**src/sv/msl_pkg.sv**
```systemverilog
// Shared types, character codes and helper functions for the memory-set line parser.
`timescale 1ns / 1ps

package msl_pkg;

    localparam int unsigned CHAR_W   = 8;
    localparam int unsigned OFFSET_W = 9;
    localparam int unsigned COUNT_W  = 8;
    localparam int unsigned NIBBLE_W = 4;
    localparam int unsigned APB_DW   = 32;
    localparam int unsigned APB_AW   = 3;

    localparam logic [CHAR_W-1:0] CHAR_SPACE  = 8'h20;
    localparam logic [CHAR_W-1:0] CHAR_DQUOTE = 8'h22;
    localparam logic [CHAR_W-1:0] CHAR_SQUOTE = 8'h27;

    localparam logic REQ_CHAR = 1'b0;
    localparam logic REQ_EOL  = 1'b1;

    // Register index taken from the word address.
    localparam logic REG_START_OFFSET = 1'b0;

    typedef enum logic [1:0] {
        MODE_NORMAL = 2'd0,
        MODE_DQUOTE = 2'd1,
        MODE_SQUOTE = 2'd2,
        MODE_ABORT  = 2'd3
    } t_mode;

    typedef struct packed {
        t_mode                mode;
        logic                 pending;
        logic [NIBBLE_W-1:0]  high_nibble;
        logic [COUNT_W-1:0]   count;
    } t_state;

    typedef struct packed {
        logic                 write_valid;
        logic [CHAR_W-1:0]    byte_value;
        logic [OFFSET_W-1:0]  byte_offset;
        logic                 syntax_error;
        logic                 line_done;
    } t_result;

    function automatic logic is_hex(input logic [CHAR_W-1:0] c);
        return (c inside {[8'h30:8'h39], [8'h41:8'h46], [8'h61:8'h66]});
    endfunction

    function automatic logic [NIBBLE_W-1:0] hex_of(input logic [CHAR_W-1:0] c);
        logic [NIBBLE_W-1:0] v;
        v = '0;
        if (c inside {[8'h30:8'h39]}) begin
            v = c[3:0];
        end else if (c inside {[8'h41:8'h46], [8'h61:8'h66]}) begin
            // 'A'/'a' end in 1, so low three bits plus 9 gives 10..15
            v = 4'(c[2:0]) + 4'd9;
        end
        return v;
    endfunction

endpackage

```
**src/sv/msl_if.sv**
```systemverilog
// Valid/ready channel interfaces for parser requests and results.
`timescale 1ns / 1ps

interface msl_req_if;
    logic                        valid;
    logic                        ready;
    logic                        req_type;
    logic [msl_pkg::CHAR_W-1:0]  char_code;

    modport source (output valid, output req_type, output char_code, input ready);
    modport sink   (input valid, input req_type, input char_code, output ready);
endinterface

interface msl_res_if;
    logic                          valid;
    logic                          ready;
    logic                          write_valid;
    logic [msl_pkg::CHAR_W-1:0]    byte_value;
    logic [msl_pkg::OFFSET_W-1:0]  byte_offset;
    logic                          syntax_error;
    logic                          line_done;

    modport source (output valid, output write_valid, output byte_value,
                    output byte_offset, output syntax_error, output line_done,
                    input ready);
    modport sink   (input valid, input write_valid, input byte_value,
                    input byte_offset, input syntax_error, input line_done,
                    output ready);
endinterface

```
**src/sv/memory_set_line_parser_core.sv**
```systemverilog
// Top level of the memory-set line parser: input stage, parse step, result stage.
`timescale 1ns / 1ps

// Usage:
//   i_req carries one line character (req_type 0) or the end-of-line marker
//   (req_type 1) per transaction. o_res returns exactly one result per request:
//   a byte to store with its sector offset, the syntax-error flag, and
//   line_done on the end-of-line result.
//   The APB port holds start_offset at byte address 0; write it only while
//   no request is in flight.
// Pipeline and throughput:
//   A request lands in the input register, passes the parse step, and its
//   result is registered in the result stage, which drives o_res.valid. One
//   transaction per cycle is sustained while o_res.ready stays high; the line
//   state (mode, pending nibble, byte count) updates as the request leaves
//   the input register, so nothing else limits the rate.
// Reset (synchronous, active low):
//   Drop both stages, clear the line state and set start_offset to zero.
// Stall:
//   When o_res.ready is low the result stage holds; the input register
//   still takes one more transaction, then i_req.ready drops until the
//   result moves on.
module memory_set_line_parser_core (
    input  logic                           i_clk,
    input  logic                           i_rst_n,
    msl_req_if.sink                        i_req,
    msl_res_if.source                      o_res,
    input  logic                           i_psel,
    input  logic                           i_penable,
    input  logic                           i_pwrite,
    input  logic [msl_pkg::APB_AW-1:0]     i_paddr,
    input  logic [msl_pkg::APB_DW-1:0]     i_pwdata,
    output logic [msl_pkg::APB_DW-1:0]     o_prdata,
    output logic                           o_pready
);

    logic [msl_pkg::OFFSET_W-1:0] w_start_offset;

    // Input register
    logic                       r_in_valid;
    logic                       r_in_type;
    logic [msl_pkg::CHAR_W-1:0] r_in_char;

    // Line state and result register
    msl_pkg::t_state            r_state;
    msl_pkg::t_state            n_state;
    msl_pkg::t_result           n_res;
    msl_pkg::t_result           r_res;
    logic                       r_out_valid;

    logic                       w_advance;
    logic                       w_in_take;

    msl_apb u_apb (
        .i_clk          (i_clk),
        .i_rst_n        (i_rst_n),
        .i_psel         (i_psel),
        .i_penable      (i_penable),
        .i_pwrite       (i_pwrite),
        .i_paddr        (i_paddr),
        .i_pwdata       (i_pwdata),
        .o_prdata       (o_prdata),
        .o_pready       (o_pready),
        .o_start_offset (w_start_offset)
    );

    msl_step u_step (
        .i_req_type     (r_in_type),
        .i_char         (r_in_char),
        .i_state        (r_state),
        .i_start_offset (w_start_offset),
        .o_state        (n_state),
        .o_result       (n_res)
    );

    // Advance the held request into the result stage when that stage is free
    // or being emptied this cycle.
    assign w_advance   = r_in_valid && (!r_out_valid || o_res.ready);
    assign i_req.ready = !r_in_valid || w_advance;
    assign w_in_take   = i_req.valid && i_req.ready;

    always_ff @(posedge i_clk) begin
        if (!i_rst_n) begin
            r_in_valid <= 1'b0;
        end else if (w_in_take) begin
            r_in_valid <= 1'b1;
        end else if (w_advance) begin
            r_in_valid <= 1'b0;
        end
    end

    always_ff @(posedge i_clk) begin
        if (w_in_take) begin
            r_in_type <= i_req.req_type;
            r_in_char <= i_req.char_code;
        end
    end

    // The line state commits only as a request moves to the result stage.
    always_ff @(posedge i_clk) begin
        if (!i_rst_n) begin
            r_state <= '{mode: msl_pkg::MODE_NORMAL, pending: 1'b0,
                         high_nibble: '0, count: '0};
        end else if (w_advance) begin
            r_state <= n_state;
        end
    end

    always_ff @(posedge i_clk) begin
        if (!i_rst_n) begin
            r_out_valid <= 1'b0;
        end else if (w_advance) begin
            r_out_valid <= 1'b1;
        end else if (o_res.ready) begin
            r_out_valid <= 1'b0;
        end
    end

    always_ff @(posedge i_clk) begin
        if (w_advance) begin
            r_res <= n_res;
        end
    end

    assign o_res.valid        = r_out_valid;
    assign o_res.write_valid  = r_res.write_valid;
    assign o_res.byte_value   = r_res.byte_value;
    assign o_res.byte_offset  = r_res.byte_offset;
    assign o_res.syntax_error = r_res.syntax_error;
    assign o_res.line_done    = r_res.line_done;

`ifndef SYNTHESIS
    // A pending hex digit only exists in normal mode.
    a_pending_normal: assert property (@(posedge i_clk) disable iff (!i_rst_n)
        r_state.pending |-> (r_state.mode == msl_pkg::MODE_NORMAL))
        else $error("nibble pending outside normal mode");

    // An end-of-line request leaves a clean line state behind.
    a_eol_clears: assert property (@(posedge i_clk) disable iff (!i_rst_n)
        (w_advance && (r_in_type == msl_pkg::REQ_EOL)) |=>
        (r_state.count == '0) && !r_state.pending &&
        (r_state.mode == msl_pkg::MODE_NORMAL))
        else $error("line state not cleared at end of line");

    // A result without a byte carries zero value and offset.
    a_idle_payload: assert property (@(posedge i_clk) disable iff (!i_rst_n)
        (r_out_valid && !r_res.write_valid) |->
        (r_res.byte_value == '0) && (r_res.byte_offset == '0))
        else $error("nonzero payload on a result without a byte");

    // An empty result stage never blocks the input side.
    a_no_false_stall: assert property (@(posedge i_clk) disable iff (!i_rst_n)
        !r_out_valid |-> i_req.ready)
        else $error("input stalled with empty result stage");
`endif

endmodule

```
**src/sv/msl_apb.sv**
```systemverilog
// APB register block holding the start offset.
`timescale 1ns / 1ps

module msl_apb (
    input  logic                           i_clk,
    input  logic                           i_rst_n,
    input  logic                           i_psel,
    input  logic                           i_penable,
    input  logic                           i_pwrite,
    input  logic [msl_pkg::APB_AW-1:0]     i_paddr,
    input  logic [msl_pkg::APB_DW-1:0]     i_pwdata,
    output logic [msl_pkg::APB_DW-1:0]     o_prdata,
    output logic                           o_pready,
    output logic [msl_pkg::OFFSET_W-1:0]   o_start_offset
);

    logic [msl_pkg::OFFSET_W-1:0] r_start_offset;
    logic                         w_sel_start;

    assign o_pready    = 1'b1;
    assign w_sel_start = (i_paddr[2] == msl_pkg::REG_START_OFFSET);

    always_ff @(posedge i_clk) begin
        if (!i_rst_n) begin
            r_start_offset <= '0;
        end else if (i_psel && i_penable && i_pwrite && o_pready && w_sel_start) begin
            r_start_offset <= i_pwdata[msl_pkg::OFFSET_W-1:0];
        end
    end

    always_comb begin
        o_prdata = '0;
        if (w_sel_start) begin
            o_prdata = {{(msl_pkg::APB_DW-msl_pkg::OFFSET_W){1'b0}}, r_start_offset};
        end
    end

    assign o_start_offset = r_start_offset;

endmodule

```
**src/sv/msl_step.sv**
```systemverilog
// One parse step: decodes a character or the end-of-line marker against the line state.
`timescale 1ns / 1ps

module msl_step (
    input  logic                           i_req_type,
    input  logic [msl_pkg::CHAR_W-1:0]     i_char,
    input  msl_pkg::t_state                i_state,
    input  logic [msl_pkg::OFFSET_W-1:0]   i_start_offset,
    output msl_pkg::t_state                o_state,
    output msl_pkg::t_result               o_result
);

    logic                       w_emit;
    logic [msl_pkg::CHAR_W-1:0] w_byte;

    // Outputs
    always_comb begin
        w_emit                = 1'b0;
        w_byte                = '0;
        o_result              = '0;
        if (i_req_type == msl_pkg::REQ_EOL) begin
            o_result.line_done = 1'b1;
            if (i_state.mode == msl_pkg::MODE_ABORT) begin
                o_result.syntax_error = 1'b1;
            end else if (i_state.pending) begin
                w_emit = 1'b1;
                w_byte = {i_state.high_nibble, 4'h0};
            end
        end else begin
            case (i_state.mode)
                msl_pkg::MODE_DQUOTE: begin
                    if (i_char != msl_pkg::CHAR_DQUOTE) begin
                        w_emit = 1'b1;
                        w_byte = i_char;
                    end
                end
                msl_pkg::MODE_SQUOTE: begin
                    if (i_char != msl_pkg::CHAR_SQUOTE) begin
                        w_emit = 1'b1;
                        if (i_char inside {[8'h41:8'h5a], [8'h61:8'h7a]}) begin
                            w_byte = {3'b000, i_char[4:0]};
                        end else begin
                            w_byte = i_char;
                        end
                    end
                end
                msl_pkg::MODE_ABORT: begin
                    o_result.syntax_error = 1'b1;
                end
                default: begin
                    if (i_state.pending) begin
                        w_emit = 1'b1;
                        if (i_char == msl_pkg::CHAR_SPACE) begin
                            w_byte = {4'h0, i_state.high_nibble};
                        end else begin
                            w_byte = {i_state.high_nibble, msl_pkg::hex_of(i_char)};
                        end
                    end else if (!(i_char inside {msl_pkg::CHAR_SPACE, msl_pkg::CHAR_DQUOTE,
                                                  msl_pkg::CHAR_SQUOTE})
                                 && !msl_pkg::is_hex(i_char)) begin
                        o_result.syntax_error = 1'b1;
                    end
                end
            endcase
        end
        if (w_emit) begin
            o_result.write_valid = 1'b1;
            o_result.byte_value  = w_byte;
            o_result.byte_offset = msl_pkg::OFFSET_W'(i_start_offset
                                   + {1'b0, i_state.count});
        end
    end

    // Next state
    always_comb begin
        o_state = i_state;
        if (w_emit) begin
            o_state.count = i_state.count + 8'd1;
        end
        if (i_req_type == msl_pkg::REQ_EOL) begin
            o_state = '{mode: msl_pkg::MODE_NORMAL, pending: 1'b0,
                        high_nibble: '0, count: '0};
        end else begin
            case (i_state.mode)
                msl_pkg::MODE_DQUOTE: begin
                    if (i_char == msl_pkg::CHAR_DQUOTE) begin
                        o_state.mode = msl_pkg::MODE_NORMAL;
                    end
                end
                msl_pkg::MODE_SQUOTE: begin
                    if (i_char == msl_pkg::CHAR_SQUOTE) begin
                        o_state.mode = msl_pkg::MODE_NORMAL;
                    end
                end
                msl_pkg::MODE_ABORT: begin
                    o_state.mode = msl_pkg::MODE_ABORT;
                end
                default: begin
                    if (i_state.pending) begin
                        o_state.pending     = 1'b0;
                        o_state.high_nibble = '0;
                    end else if (i_char == msl_pkg::CHAR_SPACE) begin
                        o_state.mode = msl_pkg::MODE_NORMAL;
                    end else if (i_char == msl_pkg::CHAR_DQUOTE) begin
                        o_state.mode = msl_pkg::MODE_DQUOTE;
                    end else if (i_char == msl_pkg::CHAR_SQUOTE) begin
                        o_state.mode = msl_pkg::MODE_SQUOTE;
                    end else if (msl_pkg::is_hex(i_char)) begin
                        o_state.pending     = 1'b1;
                        o_state.high_nibble = msl_pkg::hex_of(i_char);
                    end else begin
                        o_state.mode = msl_pkg::MODE_ABORT;
                    end
                end
            endcase
        end
    end

endmodule
```
**src/flat_wrapper.sv**
```systemverilog
// flat-port wrapper written by rule: the top's interface ports become plain ports
module memory_set_line_parser_core_flat 
  (i_clk, i_rst_n, i_psel, i_penable, i_pwrite, i_paddr, i_pwdata, o_prdata, o_pready, i_req_valid, i_req_req_type, i_req_char_code, i_req_ready, o_res_valid, o_res_write_valid, o_res_byte_value, o_res_byte_offset, o_res_syntax_error, o_res_line_done, o_res_ready);
  msl_req_if i_req_i ();
  msl_res_if o_res_i ();
  input  logic i_clk;
  input  logic i_rst_n;
  input  logic i_psel;
  input  logic i_penable;
  input  logic i_pwrite;
  input  logic [msl_pkg::APB_AW-1:0] i_paddr;
  input  logic [msl_pkg::APB_DW-1:0] i_pwdata;
  output logic [msl_pkg::APB_DW-1:0] o_prdata;
  output logic o_pready;
  input wire logic [$bits(i_req_i.valid)-1:0] i_req_valid;
  input wire logic [$bits(i_req_i.req_type)-1:0] i_req_req_type;
  input wire logic [$bits(i_req_i.char_code)-1:0] i_req_char_code;
  output wire logic [$bits(i_req_i.ready)-1:0] i_req_ready;
  output wire logic [$bits(o_res_i.valid)-1:0] o_res_valid;
  output wire logic [$bits(o_res_i.write_valid)-1:0] o_res_write_valid;
  output wire logic [$bits(o_res_i.byte_value)-1:0] o_res_byte_value;
  output wire logic [$bits(o_res_i.byte_offset)-1:0] o_res_byte_offset;
  output wire logic [$bits(o_res_i.syntax_error)-1:0] o_res_syntax_error;
  output wire logic [$bits(o_res_i.line_done)-1:0] o_res_line_done;
  input wire logic [$bits(o_res_i.ready)-1:0] o_res_ready;
  assign i_req_i.valid = i_req_valid;
  assign i_req_i.req_type = i_req_req_type;
  assign i_req_i.char_code = i_req_char_code;
  assign i_req_ready = i_req_i.ready;
  assign o_res_valid = o_res_i.valid;
  assign o_res_write_valid = o_res_i.write_valid;
  assign o_res_byte_value = o_res_i.byte_value;
  assign o_res_byte_offset = o_res_i.byte_offset;
  assign o_res_syntax_error = o_res_i.syntax_error;
  assign o_res_line_done = o_res_i.line_done;
  assign o_res_i.ready = o_res_ready;
  memory_set_line_parser_core u_core (.i_clk(i_clk), .i_rst_n(i_rst_n), .i_req(i_req_i), .o_res(o_res_i), .i_psel(i_psel), .i_penable(i_penable), .i_pwrite(i_pwrite), .i_paddr(i_paddr), .i_pwdata(i_pwdata), .o_prdata(o_prdata), .o_pready(o_pready));
endmodule
```
**config.mk**
```make
export PLATFORM = sky130hd
export DESIGN_NAME = memory_set_line_parser_core_flat
export DESIGN_NICKNAME = d
export VERILOG_FILES = /design/src/sv/msl_pkg.sv /design/src/sv/msl_if.sv /design/src/sv/memory_set_line_parser_core.sv /design/src/sv/msl_apb.sv /design/src/sv/msl_step.sv /design/src/flat_wrapper.sv
export SDC_FILE = /design/constraint.sdc
export NUM_CORES = 1
export LEC_CHECK = 0
export ABC_AREA = 1
export BUFFER_PORTS_ARGS = -buffer_cell sky130_fd_sc_hd__buf_2
export CAP_MARGIN = 0
export CORE_MARGIN = 2
export CORE_UTILIZATION = 35
export CTS_CLUSTER_SIZE = 20
export DETAILED_ROUTE_END_ITERATION = 10
export GPL_TIMING_DRIVEN = 1
export SYNTH_ARGS = -nofsm -noshare
export SYNTH_HDL_FRONTEND = slang
export SYNTH_HIERARCHICAL = 1
export SYNTH_SLANG_ARGS = --single-unit
export TNS_END_PERCENT = 1
```
**constraint.sdc**
```tcl
create_clock -name i_clk -period 2.2 [get_ports i_clk]
set_input_delay 0.33 -clock i_clk [delete_from_list [all_inputs] [get_ports i_clk]]
set_output_delay 0.33 -clock i_clk [all_outputs]
set_load 0.01 [all_outputs]
```
==> flow_summary.toml, run 1 <==
[sta]
tightest_slew_ns = 0.735
tns_ns = 0
hold_viol = 0
finalSetupViolations = 0
rsz0062_at_grt = "yes"
period_share_pct = 90.8
skew_ns = 0.00349
fin_crit_ns = 2.00
slew_viol_final = 0
fmax_mhz = 501
relSlewSlack_pct = 50.9

[synth]
synth.yosys.warnings = 6
ys_top_cells_by_area = "edfxtp_1 21%, dfxtp_1 12%, nand2_1 10%, inv_1 6.9%, a21oi_1 5.4%"
synthCells = 563
ys_seq_area_share_pct = 33.4
synth_cell_types = 40
synth-async-reset-ratio_pct = 0
synth.most_common_cell = "nand2_1"
yosys.area.top_type = "edfxtp_1"
yosysTopAreaCellShare_pct = 20.9
synth_edf_count = 29
synth_area_sq_mm = 0.00417
postSynthAreaPerCell_sq_um = 7.40
ys_ff_latch = 55
synth-main-ff-cell = "edfxtp_1"
yosys-top-cells-count = "112 x nand2_1, 77 x inv_1, 57 x nor2_1, 45 x a21oi_1, 33 x nand3_1"

[die]
num_rows = 39
start_util_pct = 36.2
dieWidth_um = 113
core-area_sq_mm = 0.0115
die-area_sq_mm = 0.0128
top_level_ports = 106
die_y_um = 113

[drt]
wl_per_cell_um = 12.2
drt-total-wl_um = 9360
drtAntennaViolNets = 0
drc = 6
vias = 3672
drt_iter0_markers = 216
viasPerCell = 4.77
drt_pass1_iterations = 8

[worst_setup_path]
arrival_ns = 2.19
crit_path_end = "u_core/r_state[7]"
required_ns = 2.40
rr_endpoint = "u_core/r_state[7]"
r2r_start = "u_core/r_in_char[4]"
max_stage_delay_ns = 0.52
crit_top_cell = "nand3_4"
cp_num_buf_inv = 3
critPathLaunch = "u_core/r_in_char[4]"
worstSetupEndpointType = "register"
crit_fanout = 10
r2r_cells = 14
cp_cell_sequence = "inv_2 > nand2_2 > nor2_8 > nand3_4 > nand2_2 > nand3_4 > nand3_4 > inv_4 > nand2_1 > a21oi_1 > inv_1 > nand3_2 > nand2_1 > nor2_2"
critical_path_class = "register to register"
r2r_slack_ns = 0.20
path_delay_family = "simple AND/OR/NAND/NOR gates"
crit_path_top_delay_cell = "edfxtp_1"
path_depth = 14
start_kind = "register"

[final_layout]
drive_above_1_share_pct = 23.9
num_antenna_cells = 0
nets = 691
fin_cells = 770
final_util_pct = 40.8
fillers = 1221
finish.instance_area_sq_mm = 0.00470
area_growth_pct = 12.8

[place]
gp_congestion = 0.930
port_buffers = 56
place_hpwl_um = 7250
placed_area_sq_mm = 0.00453
dp.cells = 762

[job]
maxCapViolations = 0

[global_routing]
grt_max_degree = 32
antenna_found_initial = 0
grt_first_pass_wirelength_um = 15500
globalRouteTotalUtil_pct = 14.7
grt-ovfl-total = 0
grt_pass1_vias = 3329

[power]
total_power_w = 0.00262
vdd_drop_max_mv = 0.280
pwr_density_cell_mw_per_mm2 = 557
p_leak_nw = 2.20

[cts]
clk_pin_slew_ns = 0.07
clock_latency_ns = 0.30
root_buffer = "clkbuf_16"
clock_path_buffers = 2
cts_hold_buf = 0
cts_setup_buffers = 0
cts_made_buffers = 5
htree_levels = 2
clock_sinks = 55
cts_tree = "yes"
cts_resized = 0

[outcome]
violations = "DRC"
status = "complete, but fails checks"

[worst_hold_path]
worstHoldPathType = "primary input to register"
hold_path_startpoint = "i_req_char_code[2]"
==> sequential cells by signal, indices dropped and copies added (netlist names) <==
register and flops:
u_core/r_state 15, u_core/o_res.byte_offset 9, u_core/u_apb/o_start_offset 9, u_core/o_res.byte_value 8
u_core/r_in_char 8, u_core/o_res.line_done 1, u_core/o_res.syntax_error 1, u_core/o_res.valid 1
u_core/o_res.write_valid 1, u_core/r_in_type 1, u_core/r_in_valid 1
==> logic make-up (layout without fill, tap and decap cells) <==
family | Yosys count | count (layout) | synth area share, %
and+or+nand+nor | 272 | 272 | 33.6
buffers and inverters | 129 | 171 | 15.9
AOI/OAI and AO/OA | 81 | 81 | 10.4
DFF | 55 | 55 | 33.4
adders and majority gates | 14 | 14 | 4.38
xor gates and xnor gates | 10 | 10 | 2.10
other | 2 | 24 | 0.180
==> per-stage QoR <==
step	hold slack [ns]	worst slack, ns
floorplan	0.429	0.181
global placement	0.480	0.158
finish	0.202	0.203
CTS	0.198	0.101
detailed placement	0.487	0.120
global route	0.195	-0.0258
==> metal layers <==
layer	track usage (%)	wire [um]	vias to the layer above
met5	0	0	-
met4	5.37	205	0
met3	2.25	444	15
met2	24.2	4340	106
met1	19.6	4370	1660
li1	-	-	1891
==> area by class of cell <==
class / count / area (sq um) / area share [%]
Sequential cell: 55 / 1390 / 29.6
Inverter: 87 / 329 / 7.00
Clock buffer: 5 / 125 / 2.66
Tap cell: 143 / 179 / 3.80
Timing Repair Buffer: 76 / 430 / 9.15
Multi-Input combinational cell: 401 / 2220 / 47.2
Clock inverter: 3 / 27.5 / 0.585
==> where the power goes <==
group,switching (W),total (W),leakage [nW],internal [W]
sequential,0.0000566,0.00120,0.494,0.00114
combinational,0.000380,0.000593,1.63,0.000214
clock,0.000392,0.000827,0.0723,0.000435
==> worst register-to-register path: cells and delay by family (launching register included) <==
kind	cells	cell delay, ns
flip-flops	1	0.52
AND/OR/NAND/NOR	10	1.07
buffers and inverters	3	0.25
AO/OA/AOI/OAI	1	0.05
==> placed cells by master, fill, tap and decap left out, drive strengths merged, types with 6 or more instances in the layout <==
| cell type | instances |
|---|---|
| nand4 | 15 |
| edfxtp | 29 |
| nor2 | 76 |
| inv | 89 |
| dfxtp | 26 |
| buf | 76 |
| nand3 | 52 |
| conb | 24 |
| o21ai | 26 |
| xor2 | 6 |
| a21oi | 47 |
| ha | 13 |
| nand2 | 121 |
==> how the worst min path moves through the flow <==
stage          cells past startpoint                  end  slack (ns)
2_1_floorplan                      0  u_core/r_in_char[0]        0.43
3_3_place_gp                       2   u_core/o_res.valid        0.48
3_5_place_dp                       2   u_core/o_res.valid        0.49
4_1_cts                            1  u_core/r_in_char[5]        0.20
5_1_grt                            1  u_core/r_in_char[6]        0.20
6_report                           1  u_core/r_in_char[2]        0.20
Power figures use the tool's default switching activity.
==> inputs of run 2 (changes only) <==
--- a/config.mk
+++ b/config.mk
@@ -7,3 +7,2 @@
 export LEC_CHECK = 0
-export ABC_AREA = 1
 export BUFFER_PORTS_ARGS = -buffer_cell sky130_fd_sc_hd__buf_2
@@ -15,2 +14,3 @@
 export GPL_TIMING_DRIVEN = 1
+export PLACE_DENSITY = 0.61
 export SYNTH_ARGS = -nofsm -noshare
==> constraint.sdc (replaced) <==
create_clock -name i_clk -period 2.2 [get_ports i_clk]
set_input_delay 0.44 -clock i_clk [delete_from_list [all_inputs] [get_ports i_clk]]
set_output_delay 0.44 -clock i_clk [all_outputs]
set_load 0.01 [all_outputs]
==> flow_summary.toml, run 2 <==
[worst_setup_path]
path_delay_family = "simple AND/OR/NAND/NOR gates"
crit_path_end = "u_core/o_res.byte_value[1]"
crit_fanout = 5
arrival_ns = 2.34
r2r_slack_ns = -0.07
worstSetupEndpointType = "register"
critical_path_class = "register to register"
rr_endpoint = "u_core/o_res.byte_value[1]"
cp_cell_sequence = "inv_2 > ha_4 > or4b_4 > and4_4 > a21oi_4 > nor2_1 > o311a_1"
path_depth = 7
r2r_cells = 7
cp_num_buf_inv = 1
max_stage_delay_ns = 0.47
critPathLaunch = "u_core/r_in_char[0]"
crit_path_top_delay_cell = "edfxtp_1"
r2r_start = "u_core/r_in_char[0]"
required_ns = 2.27
start_kind = "register"

[synth]
synthMuxAreaShare_pct = 6.97
synth.most_common_cell = "nand2_1"
yosys-top-cells-count = "62 x nand2_1, 29 x edfxtp_1, 27 x buf_4, 26 x dfxtp_1, 26 x mux2i_1"
synth-async-reset-ratio_pct = 0
ys_seq_area_share_pct = 37.2
postSynthAreaPerCell_sq_um = 9.25
synth_edf_count = 29
ys_top_cells_by_area = "edfxtp_1 23%, dfxtp_1 14%, mux2i_1 7.0%, nand2_1 6.2%, buf_4 5.4%"
synth_area_sq_mm = 0.00374
synth_xor_area_share_pct = 3.05
synth_cell_types = 75
yosys.area.top_type = "edfxtp_1"
yosys.area_share.simple_pct = 23.1
ys_ff_latch = 55
synth_top_family_by_area = "simple AND/OR/NAND/NOR gates"
synth_compound_area_share_pct = 15.0
synth.yosys.warnings = 6
synthAdderAreaFrac_pct = 4.89
synth-main-ff-cell = "edfxtp_1"
synthCells = 404
yosysTopAreaCellShare_pct = 23.3

[drt]
drtAntennaViolNets = 0
vias = 3128
viasPerCell = 4.99
wl_per_cell_um = 14.1
drt-total-wl_um = 8820
drc = 0
drt_iter0_markers = 157
drt_pass1_iterations = 4

[sta]
finalSetupViolations = 7
hold_viol = 0
fmax_mhz = 440
period_share_pct = 103
skew_ns = 0.0121
relSlewSlack_pct = 56.1
rsz0062_at_grt = "yes"
fin_crit_ns = 2.27
fin_ws_ns = -0.0744
slew_viol_final = 0
tightest_slew_ns = 0.653

[die]
top_level_ports = 106
die-area_sq_mm = 0.0115
num_rows = 37
die_y_um = 107
dieWidth_um = 107
start_util_pct = 36.2
core-area_sq_mm = 0.0103

[cts]
cts_hold_buf = 0
clock_latency_ns = 0.32
clock_path_buffers = 2
cts_tree = "yes"
root_buffer = "clkbuf_8"
clock_sinks = 55
cts_setup_buffers = 0
htree_levels = 2
cts_made_buffers = 5
clk_pin_slew_ns = 0.10

[place]
preCtsSetupSlack_ns = -0.160
dp.cells = 618
place_hpwl_um = 6650
port_buffers = 56
gp_congestion = 0.865

[outcome]
violations = "setup timing"
status = "complete, but fails checks"

[power]
pwr_density_cell_mw_per_mm2 = 505
total_power_w = 0.00231
vdd_drop_max_mv = 0.211
p_leak_nw = 1.86

[final_layout]
multi_input_area_sq_mm = 0.00222
final_common_cell = "nand2_1"
drive_above_1_share_pct = 32.4
fin_cells = 627
fillers = 1027
num_antenna_cells = 0
largest_register = "u_core/r_state"
mostFrequentLayoutCells = "62 x nand2_1, 56 x buf_2, 41 x buf_4"
nets = 555
area_growth_pct = 22.7
largest_reg_flops = 15
regArea_sq_mm = 0.00139

[global_routing]
grt_first_pass_wirelength_um = 14400
antenna_found_initial = 0
grt-ovfl-total = 0
globalRouteTotalUtil_pct = 15.5
grt_pass1_vias = 2879
grt_max_degree = 36

[job]
maxCapViolations = 0

[worst_hold_path]
worstHoldPathType = "primary input to register"
==> run 2: metal layers <==
| layer | routed length (um) | part of all wire (%) | global-route usage [%] |
|---|---|---|---|
| met5 | 0 | 0 | 0 |
| met4 | 117 | 1.3 | 5.01 |
| met3 | 480 | 5.4 | 1.76 |
| met2 | 4000 | 45 | 23.6 |
| met1 | 4220 | 48 | 22.7 |
==> run 2: final cells by class <==
cell class              count  share of cell area (%)
well taps                 136                    3.71
clock inverters             3                    1.47
inverters                  14                    1.15
repair buffers             99                    13.3
flip-flops and latches     55                    30.3
clock buffers               5                    1.50
multi-input cells         315                    48.5
==> run 2: report_power, final <==
part / total (W) / internal, W / switching [W]
registers: 0.00114 / 0.00111 / 0.0000253
logic: 0.000374 / 0.000155 / 0.000218
clock network: 0.000802 / 0.000454 / 0.000348
==> run 2: cells by family (layout without fill, tap and decap cells) <==
family | count (synthesis) | after routing
buffers and inverters | 57 | 121
and+or+nand+nor | 164 | 164
xor gates and xnor gates | 13 | 13
AOI/OAI and AO/OA | 73 | 74
DFF | 55 | 55
other | 2 | 24
adders and majority gates | 14 | 14
muxes | 26 | 26
==> run 2: worst min-delay path by stage <==
stage / from / end / slack [ns] / cells past startpoint
global route: i_req_char_code[4] / u_core/r_in_char[4] / 0.28 / 1
detailed placement: u_core/u_apb/o_start_offset[2] / u_core/u_apb/o_start_offset[2] / 0.48 / 2
global placement: u_core/u_apb/o_start_offset[2] / u_core/u_apb/o_start_offset[2] / 0.46 / 2
CTS: i_req_char_code[1] / u_core/r_in_char[1] / 0.29 / 1
finish: i_req_char_code[1] / u_core/r_in_char[1] / 0.30 / 1
floorplan: u_core/r_state[12] / u_core/r_state[12] / 0.44 / 2
==> run 2: stage by stage <==
stage | area [sq um] | TNS, ns | util [%] | hold slack [ns]
3_3_place_gp | 4320 | -0.708 | 41.9 | 0.464
6_report | 4580 | -0.429 | 44.4 | 0.296
3_5_place_dp | 4320 | -1.07 | 41.9 | 0.478
5_1_grt | 4580 | -1.52 | 44.4 | 0.281
2_1_floorplan | 3850 | -0.0702 | - | 0.443
4_1_cts | 4540 | -0.482 | 43.9 | 0.288
==> run 2: worst reg2reg max path, delay by kind of cell (launching register included) <==
kind	cells	cell delay [ns]
DFF	1	0.47
and+or+nand+nor	3	0.72
AOI/OAI and AO/OA	2	0.54
buffers and inverters	1	0.13
adders and majority gates	1	0.16
==> run 2: timing repair <==
action	CTS	global route
setup endpoints to repair	12	29
pin swaps	7	7
cloned	1	0
gates resized for setup	13	12
